$ cat src/sv/bbspmv_pkg.sv
// shared types, codes and helpers for the bitmap-blocked spmv accumulator
// no dependencies
`default_nettype none

package bbspmv_pkg;

  localparam int BlockDim  = 4;
  localparam int CellCount = BlockDim * BlockDim;
  localparam int CellW     = $clog2(CellCount);
  localparam int DimW      = $clog2(BlockDim);
  localparam int QDepth    = 4;
  localparam int QPtrW     = $clog2(QDepth);

  // input action codes
  localparam logic [1:0] ACT_START = 2'd0;
  localparam logic [1:0] ACT_VALUE = 2'd1;
  localparam logic [1:0] ACT_FLUSH = 2'd2;

  // sticky error flags
  localparam logic [1:0] FLAG_SURPLUS = 2'b01;
  localparam logic [1:0] FLAG_EARLY   = 2'b10;

  typedef enum logic [1:0] {
    OP_MAC,
    OP_FLUSH,
    OP_ERR
  } op_kind_e;

  // work handed from front to back
  typedef struct packed {
    op_kind_e           kind;
    logic [DimW-1:0]    row;
    logic [1:0]         err;
    logic signed [31:0] a;
    logic signed [31:0] b;
  } op_t;

  // index of the lowest set bit, zero when none is set
  function automatic logic [CellW-1:0] lowest_set(input logic [CellCount-1:0] bits);
    logic [CellW-1:0] idx;
    idx = '0;
    for (int i = CellCount - 1; i >= 0; i--) begin
      if (bits[i]) idx = CellW'(i);
    end
    return idx;
  endfunction

endpackage

`default_nettype wire

$ cat src/sv/bitmap_block_spmv_accumulator.sv
// top level of the bitmap-blocked 4x4 sparse matrix-vector accumulator
// ties front end, op queue and back end together; uses bbspmv_pkg
//
// Usage:
//   Input words enter through a queue-like port: a word is taken at a clock
//   edge with push high and full low. A start word loads the block bitmap
//   and four x entries, a value word multiplies the next nonzero into its
//   row sum, a flush word returns the four row sums and the error status.
//   Results leave through a queue-like port: while empty is low the oldest
//   result is on sum0..sum3/status, and pop with empty low takes it.
//   Throughput is one word per cycle while full is low; the front end
//   picks the cell in the cycle a word arrives, and the back end does one
//   multiply-accumulate per cycle unless stalled, through a registered
//   multiply stage and the accumulator stage. A flush result is
//   registered and waits behind any older words in the four-entry op
//   queue. When the receiver stalls, one result is held; the back end
//   stops at the next flush and the op queue fills, then full is raised.
//   Reset clears the bitmap, x entries, row sums, error flags and queues.
`default_nettype none

module bitmap_block_spmv_accumulator (
  input  wire logic               clk_i,
  input  wire logic               rst_ni,
  input  wire logic               push,
  output logic                    full,
  input  wire logic [1:0]         action_i,
  input  wire logic [15:0]        occupancy_i,
  input  wire logic signed [31:0] xin0_i,
  input  wire logic signed [31:0] xin1_i,
  input  wire logic signed [31:0] xin2_i,
  input  wire logic signed [31:0] xin3_i,
  input  wire logic signed [31:0] entry_i,
  output logic                    empty,
  input  wire logic               pop,
  output logic signed [63:0]      sum0_o,
  output logic signed [63:0]      sum1_o,
  output logic signed [63:0]      sum2_o,
  output logic signed [63:0]      sum3_o,
  output logic [1:0]              status_o
);

  logic            accept;
  logic            f_valid;
  bbspmv_pkg::op_t f_op;
  logic            q_valid;
  bbspmv_pkg::op_t q_op;
  logic            q_take;
  logic            out_valid;

  assign accept = push && !full;
  assign empty  = !out_valid;

  // classify incoming words
  bbspmv_front u_front (
    .clk_i       (clk_i),
    .rst_ni      (rst_ni),
    .accept_i    (accept),
    .action_i    (action_i),
    .occupancy_i (occupancy_i),
    .xin0_i      (xin0_i),
    .xin1_i      (xin1_i),
    .xin2_i      (xin2_i),
    .xin3_i      (xin3_i),
    .entry_i     (entry_i),
    .op_valid_o  (f_valid),
    .op_o        (f_op)
  );

  // decouple front and back
  bbspmv_queue u_queue (
    .clk_i   (clk_i),
    .rst_ni  (rst_ni),
    .wr_i    (accept && f_valid),
    .wr_op_i (f_op),
    .full_o  (full),
    .rd_i    (q_take),
    .valid_o (q_valid),
    .rd_op_o (q_op)
  );

  // multiply, accumulate, emit
  bbspmv_back u_back (
    .clk_i       (clk_i),
    .rst_ni      (rst_ni),
    .op_valid_i  (q_valid),
    .op_i        (q_op),
    .op_take_o   (q_take),
    .pop_i       (pop),
    .out_valid_o (out_valid),
    .sum0_o      (sum0_o),
    .sum1_o      (sum1_o),
    .sum2_o      (sum2_o),
    .sum3_o      (sum3_o),
    .status_o    (status_o)
  );

endmodule

`default_nettype wire

$ cat src/sv/bbspmv_front.sv
// front end: holds the block bitmap and x entries, picks the next cell,
// classifies each incoming word into a back-end op; uses bbspmv_pkg
`default_nettype none

module bbspmv_front (
  input  wire logic                    clk_i,
  input  wire logic                    rst_ni,
  input  wire logic                    accept_i,
  input  wire logic [1:0]              action_i,
  input  wire logic [15:0]             occupancy_i,
  input  wire logic signed [31:0]      xin0_i,
  input  wire logic signed [31:0]      xin1_i,
  input  wire logic signed [31:0]      xin2_i,
  input  wire logic signed [31:0]      xin3_i,
  input  wire logic signed [31:0]      entry_i,
  output logic                         op_valid_o,
  output bbspmv_pkg::op_t              op_o
);

  logic [bbspmv_pkg::CellCount-1:0] pending_q, pending_d;
  logic signed [31:0]               xseg_q [bbspmv_pkg::BlockDim];
  logic [bbspmv_pkg::CellW-1:0]     pick;

  assign pick = bbspmv_pkg::lowest_set(pending_q);

  // classify the word and build the op
  always_comb begin
    pending_d  = pending_q;
    op_valid_o = 1'b0;
    op_o.kind  = bbspmv_pkg::OP_ERR;
    op_o.row   = pick[bbspmv_pkg::CellW-1:bbspmv_pkg::DimW];
    op_o.err   = '0;
    op_o.a     = entry_i;
    op_o.b     = xseg_q[pick[bbspmv_pkg::DimW-1:0]];
    case (action_i)
      bbspmv_pkg::ACT_START: begin
        pending_d = occupancy_i;
        if (pending_q != '0) begin
          op_valid_o = 1'b1;
          op_o.err   = bbspmv_pkg::FLAG_EARLY;
        end
      end
      bbspmv_pkg::ACT_VALUE: begin
        op_valid_o = 1'b1;
        if (pending_q == '0) begin
          op_o.err = bbspmv_pkg::FLAG_SURPLUS;
        end else begin
          op_o.kind = bbspmv_pkg::OP_MAC;
          pending_d = pending_q & (pending_q - 1'b1);
        end
      end
      bbspmv_pkg::ACT_FLUSH: begin
        op_valid_o = 1'b1;
        op_o.kind  = bbspmv_pkg::OP_FLUSH;
      end
      default: ;
    endcase
  end

  // bitmap and x entry registers
  always_ff @(posedge clk_i or negedge rst_ni) begin
    if (!rst_ni) begin
      pending_q <= '0;
      for (int i = 0; i < bbspmv_pkg::BlockDim; i++) xseg_q[i] <= '0;
    end else if (accept_i) begin
      pending_q <= pending_d;
      if (action_i == bbspmv_pkg::ACT_START) begin
        xseg_q[0] <= xin0_i;
        xseg_q[1] <= xin1_i;
        xseg_q[2] <= xin2_i;
        xseg_q[3] <= xin3_i;
      end
    end
  end

endmodule

`default_nettype wire

$ cat src/sv/bbspmv_queue.sv
// short op queue between front and back end
// uses bbspmv_pkg for the op type and depth
`default_nettype none

module bbspmv_queue (
  input  wire logic            clk_i,
  input  wire logic            rst_ni,
  input  wire logic            wr_i,
  input  wire bbspmv_pkg::op_t wr_op_i,
  output logic                 full_o,
  input  wire logic            rd_i,
  output logic                 valid_o,
  output bbspmv_pkg::op_t      rd_op_o
);

  bbspmv_pkg::op_t                entries_q [bbspmv_pkg::QDepth];
  logic [bbspmv_pkg::QPtrW-1:0]   wptr_q, rptr_q;
  logic [bbspmv_pkg::QPtrW:0]     count_q;
  logic                           do_wr, do_rd;

  assign full_o  = (count_q == (bbspmv_pkg::QPtrW+1)'(bbspmv_pkg::QDepth));
  assign valid_o = (count_q != '0);
  assign rd_op_o = entries_q[rptr_q];
  assign do_wr   = wr_i && !full_o;
  assign do_rd   = rd_i && valid_o;

  // storage, no reset needed
  always_ff @(posedge clk_i) begin
    if (do_wr) entries_q[wptr_q] <= wr_op_i;
  end

  // pointers and fill count
  always_ff @(posedge clk_i or negedge rst_ni) begin
    if (!rst_ni) begin
      wptr_q  <= '0;
      rptr_q  <= '0;
      count_q <= '0;
    end else begin
      if (do_wr) wptr_q <= wptr_q + 1'b1;
      if (do_rd) rptr_q <= rptr_q + 1'b1;
      if (do_wr && !do_rd)      count_q <= count_q + 1'b1;
      else if (do_rd && !do_wr) count_q <= count_q - 1'b1;
    end
  end

endmodule

`default_nettype wire

$ cat src/sv/bbspmv_back.sv
// back end: multiply stage, saturating row accumulators, result register
// uses bbspmv_pkg for op type and codes
`default_nettype none

module bbspmv_back (
  input  wire logic                 clk_i,
  input  wire logic                 rst_ni,
  input  wire logic                 op_valid_i,
  input  wire bbspmv_pkg::op_t      op_i,
  output logic                      op_take_o,
  input  wire logic                 pop_i,
  output logic                      out_valid_o,
  output logic signed [63:0]        sum0_o,
  output logic signed [63:0]        sum1_o,
  output logic signed [63:0]        sum2_o,
  output logic signed [63:0]        sum3_o,
  output logic [1:0]                status_o
);

  logic                           s1_v_q;
  bbspmv_pkg::op_kind_e           s1_kind_q;
  logic [bbspmv_pkg::DimW-1:0]    s1_row_q;
  logic [1:0]                     s1_err_q;
  logic signed [63:0]             s1_prod_q, prod_d;

  logic signed [63:0]             acc_q [bbspmv_pkg::BlockDim];
  logic [1:0]                     err_q;
  logic signed [63:0]             out_q [bbspmv_pkg::BlockDim];
  logic [1:0]                     out_status_q;
  logic                           out_v_q;

  logic                           out_free, retire, s1_load;
  logic signed [63:0]             acc_sel, acc_sum, acc_new;

  assign out_free  = !out_v_q || pop_i;
  assign retire    = s1_v_q && ((s1_kind_q != bbspmv_pkg::OP_FLUSH) || out_free);
  assign s1_load   = !s1_v_q || retire;
  assign op_take_o = op_valid_i && s1_load;

  // multiply stage
  assign prod_d = op_i.a * op_i.b;

  always_ff @(posedge clk_i) begin
    if (op_take_o) begin
      s1_kind_q <= op_i.kind;
      s1_row_q  <= op_i.row;
      s1_err_q  <= op_i.err;
      s1_prod_q <= prod_d;
    end
  end

  // saturating add into the selected row
  always_comb begin
    acc_sel = acc_q[s1_row_q];
    acc_sum = acc_sel + s1_prod_q;
    acc_new = acc_sum;
    if ((acc_sel[63] == s1_prod_q[63]) && (acc_sum[63] != acc_sel[63])) begin
      acc_new = acc_sel[63] ? {1'b1, 63'd0} : {1'b0, {63{1'b1}}};
    end
  end

  // retire: accumulate, flag errors or flush into the result register
  always_ff @(posedge clk_i or negedge rst_ni) begin
    if (!rst_ni) begin
      s1_v_q  <= 1'b0;
      err_q   <= '0;
      out_v_q <= 1'b0;
      for (int i = 0; i < bbspmv_pkg::BlockDim; i++) acc_q[i] <= '0;
    end else begin
      if (s1_load) s1_v_q <= op_valid_i;
      // result valid: a new flush word wins over the pop of the old one
      if (retire && (s1_kind_q == bbspmv_pkg::OP_FLUSH)) begin
        out_v_q <= 1'b1;
      end else if (pop_i) begin
        out_v_q <= 1'b0;
      end
      if (retire) begin
        case (s1_kind_q)
          bbspmv_pkg::OP_MAC:   acc_q[s1_row_q] <= acc_new;
          bbspmv_pkg::OP_ERR:   err_q <= err_q | s1_err_q;
          bbspmv_pkg::OP_FLUSH: begin
            err_q   <= '0;
            for (int i = 0; i < bbspmv_pkg::BlockDim; i++) acc_q[i] <= '0;
          end
          default: ;
        endcase
      end
    end
  end

  // result payload
  always_ff @(posedge clk_i) begin
    if (retire && (s1_kind_q == bbspmv_pkg::OP_FLUSH)) begin
      for (int i = 0; i < bbspmv_pkg::BlockDim; i++) out_q[i] <= acc_q[i];
      out_status_q <= err_q;
    end
  end

  assign out_valid_o = out_v_q;
  assign sum0_o      = out_q[0];
  assign sum1_o      = out_q[1];
  assign sum2_o      = out_q[2];
  assign sum3_o      = out_q[3];
  assign status_o    = out_status_q;

endmodule

`default_nettype wire
$ cat config.mk
export PLATFORM = sky130hd
export DESIGN_NAME = bitmap_block_spmv_accumulator
export DESIGN_NICKNAME = d
export VERILOG_FILES = /design/src/sv/bbspmv_pkg.sv /design/src/sv/bitmap_block_spmv_accumulator.sv /design/src/sv/bbspmv_front.sv /design/src/sv/bbspmv_queue.sv /design/src/sv/bbspmv_back.sv
export SDC_FILE = /design/constraint.sdc
export NUM_CORES = 2
export LEC_CHECK = 0
export ABC_AREA = 1
export BUFFER_PORTS_ARGS = -buffer_cell sky130_fd_sc_hd__buf_2
export CAP_MARGIN = 20
export CORE_MARGIN = 4
export CORE_UTILIZATION = 35
export CTS_CLUSTER_SIZE = 16
export DETAILED_ROUTE_END_ITERATION = 7
export HOLD_SLACK_MARGIN = 0.06
export PLACE_DENSITY = 0.56
export SYNTH_ARGS = -nofsm -noshare
export SYNTH_HDL_FRONTEND = slang
export SYNTH_SLANG_ARGS = --single-unit
$ cat constraint.sdc
create_clock -name clk_i -period 10.7 [get_ports clk_i]
set_input_delay 2.14 -clock clk_i [delete_from_list [all_inputs] [get_ports clk_i]]
set_output_delay 2.14 -clock clk_i [all_outputs]
set_load 0.01 [all_outputs]
==> parameters.txt <==
Parameter                              Value

Global routing
  All-Layer GR Usage ... 22.9%
  Remaining global-route overflow ... 0
  Maximum number of pins on one net before global-route repair ... 269
  Global-route wire length before repair ... 408000 um
  Most Used Layer, Global Route ... met2
  Met3 Usage GRT ... 4.18%
  Global-route met1 utilization ... 31.1%
  Initial antenna violation count ... 4
  Via count of the first global-routing pass ... 63400
  M2 GR Usage ... 36.5%

Floorplan
  # rows ... 175
  Placeable core region ... 228000 um^2
  Die height ... 487 um
  Total Die Area ... 237000 um^2
  Die width ... 487 um
  Ports ... 442
  Initial cell density of the core ... 35.2%

Final layout
  Net total in the final layout ... 10300
  Cell Count, Final, Fillers Out ... 11800
  Proportion of layout cells with a drive suffix above 1 ... 11.0%
  Synth-to-layout area growth ... 11.9%
  Fill cell instance count of the final layout ... 22700

Clock tree
  Number of levels the H-tree was split into ... 3
  Number of gates resized after CTS ... 0
  Worst-case clock buffer depth ... 3
  Number of setup buffers added after CTS ... 0
  CTS tree ... yes
  Sink count of the clock tree ... 1019
  Clock slew at the register clock pins of the worst setup and hold paths ... 0.06 ns
  Root buffer selected by CTS ... sky130_fd_sc_hd__clkbuf_16
  Number of CTS-inserted buffers ... 107
  Clock network latency to the later pin of the worst-skew pair ... 0.80 ns
  Post-cts hold buffer count ... 0

Synth
  Most area-hungry cell type in the Yosys netlist ... sky130_fd_sc_hd__fa_1
  Async SR Flop Fraction ... 40.3%
  Warnings, synthesis ... 0
  Most used standard cells in the synthesized netlist ... sky130_fd_sc_hd__nand2_1, sky130_fd_sc_hd__inv_1, sky130_fd_sc_hd__fa_1
  Count of cell types in the netlist ... 57
  Main area contributors after synthesis ... sky130_fd_sc_hd__fa_1, sky130_fd_sc_hd__edfxtp_1, sky130_fd_sc_hd__dfrtp_1
  Mapped Nets ... 9902
  Avg Inst Size Synth ... 9.57 um^2
  Prevailing post-synth register cell ... sky130_fd_sc_hd__edfxtp_1
  Most frequent cell after synthesis ... sky130_fd_sc_hd__nand2_1
  Number of standard cells after synthesis ... 8378
  Seq/Total Area, Yosys ... 35.6%
  Number of flops mapped to enable cells by yosys ... 608
  FF+latch count, synth ... 1019
  Area share of the largest cell type after synthesis ... 27.1%
  Total standard cell area after synthesis ... 80200 um^2

Placed design
  Post-DP HPWL ... 212000 um
  PortBufs ... 441
  Number of placed cells counting well taps ... 11600
  Weighted congestion at the end of routability-driven global placement ... 0.958

Setup path
  Setup CP Type ... reg2reg
  Startpoint of the lowest-slack register-to-register path ... u_queue.rptr_q[0]$_DFFE_PN0P_
  Crit-path max FO ... 50
  Cell repeated most along the worst path ... sky130_fd_sc_hd__fa_1
  Endpoint kind of the worst setup timing path ... register
  Critical Path Start Type ... register
  Slowest stage delay, CP ... 0.83 ns
  CP arrival ... 10.26 ns
  Slowest cell on the critical path ... sky130_fd_sc_hd__a32oi_2
  Worst setup path startpoint ... u_queue.rptr_q[0]$_DFFE_PN0P_
  Crit path required time ... 11.24 ns

Route
  Remaining antenna violation count after routing ... 0
  Routed Wire Length ... 273000 um
  Total iterations of the first detailed-routing run ... 6
  Starting DRC count in detailed routing ... 5359
  Remaining routing DRC violations ... 0
  Average vias per placed instance ... 5.16
  Vias post-DR ... 61100
  Routed wire length per instance ... 23.0 um

Timing
  Setup total negative slack ... 0 ns
  Transition time at the pin with the least slew margin ... 1.22 ns
  Clk_skew ... 0.102 ns
  Final hold violation count ... 0
  Unrepaired setup endpoints after global routing ... no
  Share of the clock period used by the worst path after layout ... 90.8%
  Remaining max-slew budget at the tightest pin ... 18.5%
  Final min period ... 9.71 ns
  Maximum frequency from static timing analysis ... 103 MHz
  Final count of pins violating max slew ... 0
  Setup Viol. Count Final ... 0

Min path
  Min-delay worst type ... reg2reg
  Startpoint of the tightest hold check path ... u_back.acc_q[127]$_DFFE_PN0P_

Status
  Result of the run ... completed

Job
  Max cap viols ... 0
-- sequential cells by signal, indices dropped and copies added, names as in the netlist --
signal	count
u_back.s1_err_q	2
u_back.s1_row_q	2
u_queue.wptr_q	2
u_back.s1_prod_q	64
u_back.out_q	256
u_back.err_q	2
u_back.status_o	2
u_front.pending_q	16
u_queue.entries_q	280
u_back.out_valid_o	1
u_queue.rptr_q	2
u_back.acc_q	256
u_queue.count_q	3
u_back.s1_kind_q	2
u_back.s1_v_q	1
u_front.xseg_q	128
-- layout by cell type (no fill, tap or decap), types with 10 or more instances in the layout --
| cell | n |
|---|---|
| sky130_fd_sc_hd__xor2_1 | 48 |
| sky130_fd_sc_hd__clkinv_1 | 17 |
| sky130_fd_sc_hd__nor3_1 | 24 |
| sky130_fd_sc_hd__fa_1 | 1084 |
| sky130_fd_sc_hd__inv_1 | 1408 |
| sky130_fd_sc_hd__a21oi_1 | 252 |
| sky130_fd_sc_hd__clkbuf_1 | 25 |
| sky130_fd_sc_hd__nand2_2 | 20 |
| sky130_fd_sc_hd__buf_2 | 440 |
| sky130_fd_sc_hd__clkbuf_16 | 110 |
| sky130_fd_sc_hd__nand2_8 | 10 |
| sky130_fd_sc_hd__a32oi_1 | 19 |
| sky130_fd_sc_hd__dfrtp_1 | 410 |
| sky130_fd_sc_hd__a31oi_1 | 14 |
| sky130_fd_sc_hd__inv_2 | 32 |
| sky130_fd_sc_hd__nand3_1 | 399 |
| sky130_fd_sc_hd__nor2_1 | 852 |
| sky130_fd_sc_hd__a22oi_1 | 102 |
| sky130_fd_sc_hd__o21ai_2 | 41 |
| sky130_fd_sc_hd__o221ai_1 | 10 |
| sky130_fd_sc_hd__xnor2_1 | 60 |
| sky130_fd_sc_hd__edfxtp_1 | 608 |
| sky130_fd_sc_hd__a21o_1 | 16 |
| sky130_fd_sc_hd__o21ai_1 | 85 |
| sky130_fd_sc_hd__o21bai_1 | 20 |
| sky130_fd_sc_hd__nand4_1 | 28 |
| sky130_fd_sc_hd__a32oi_2 | 43 |
| sky130_fd_sc_hd__nand3_2 | 19 |
| sky130_fd_sc_hd__o22ai_1 | 10 |
| sky130_fd_sc_hd__ha_1 | 258 |
| sky130_fd_sc_hd__buf_4 | 151 |
| sky130_fd_sc_hd__o21ai_0 | 276 |
| sky130_fd_sc_hd__clkinv_2 | 24 |
| sky130_fd_sc_hd__nand2_1 | 1796 |
| sky130_fd_sc_hd__clkbuf_8 | 10 |
-- layer usage --
| metal | wire length (um) | up-vias | part of all wire [%] |
|---|---|---|---|
| met5 | 13 | - | 0.0048 |
| li1 | - | 26900 | - |
| met1 | 114000 | 31000 | 42 |
| met3 | 21900 | 506 | 8.0 |
| met4 | 12500 | 2 | 4.6 |
| met2 | 124000 | 2656 | 46 |
-- per-stage QoR --
stage / util, % / area [um^2] / worst slack, ns / hold WS (ns)
3_3_place_gp: 37.9 / 86200 / 1.06 / 0.433
5_1_grt: 39.4 / 89800 / 0.613 / 0.449
4_1_cts: 39.4 / 89800 / 1.05 / 0.446
6_report: 39.4 / 89800 / 0.986 / 0.447
3_5_place_dp: 37.9 / 86200 / 0.960 / 0.432
2_1_floorplan: - / 80200 / 2.39 / 0.425
-- cells by family (layout without fill, tap and decap cells) --
logic type                 count (synthesis)  in the layout  synth area share, %
DFF                                     1019           1019                 35.6
buffers and inverters                   1790           2250                 8.62
muxes                                      1              1               0.0140
other                                      0              1                    0
AOI/OAI and AO/OA                        928            928                 7.24
xor gates and xnor gates                 108            108                 1.18
adders and majority gates               1342           1342                 31.1
and+or+nand+nor                         3190           3190                 16.3
-- cell type report --
class | count | area (um^2) | area share, %
clock buffers | 145 | 2980 | 3.32
well taps | 3009 | 3760 | 4.19
diodes | 1 | 2.50 | 0.00279
flip-flops and latches | 1019 | 28500 | 31.8
inverters | 1447 | 5450 | 6.07
multi-input cells | 5569 | 44900 | 50.1
repair buffers | 599 | 3490 | 3.89
clock inverters | 59 | 607 | 0.676
-- critical path: cells and delay by family, from the launching register on --
family / cells / cell delay (ns)
AOI/OAI and AO/OA: 2 / 0.94
xor gates and xnor gates: 1 / 0.13
adders and majority gates: 9 / 4.50
buffers and inverters: 9 / 1.71
DFF: 1 / 0.66
and+or+nand+nor: 8 / 1.52
-- worst paths after layout --
| kind | slack [ns] | depth (start not counted) | endpoint |
|---|---|---|---|
| setup / recovery | 0.99 | 29 | u_back.s1_prod_q[52]$_DFFE_PP_ |
| hold / removal | 0.45 | 0 | u_back.out_q[2][63]$_DFFE_PP_ |
| setup reg to reg | 0.99 | 29 | u_back.s1_prod_q[52]$_DFFE_PP_ |
| hold reg to reg | 0.45 | 0 | u_back.out_q[2][63]$_DFFE_PP_ |
| max in group asynchronous | 7.43 | 3 | u_back.acc_q[160]$_DFFE_PN0P_ |
| min in group asynchronous | 1.34 | 1 | u_back.acc_q[123]$_DFFE_PN0P_ |
Power is left out: the tool's default activity adds up to more than one toggle a clock period on the data nets, which glitch-free logic cannot reach.
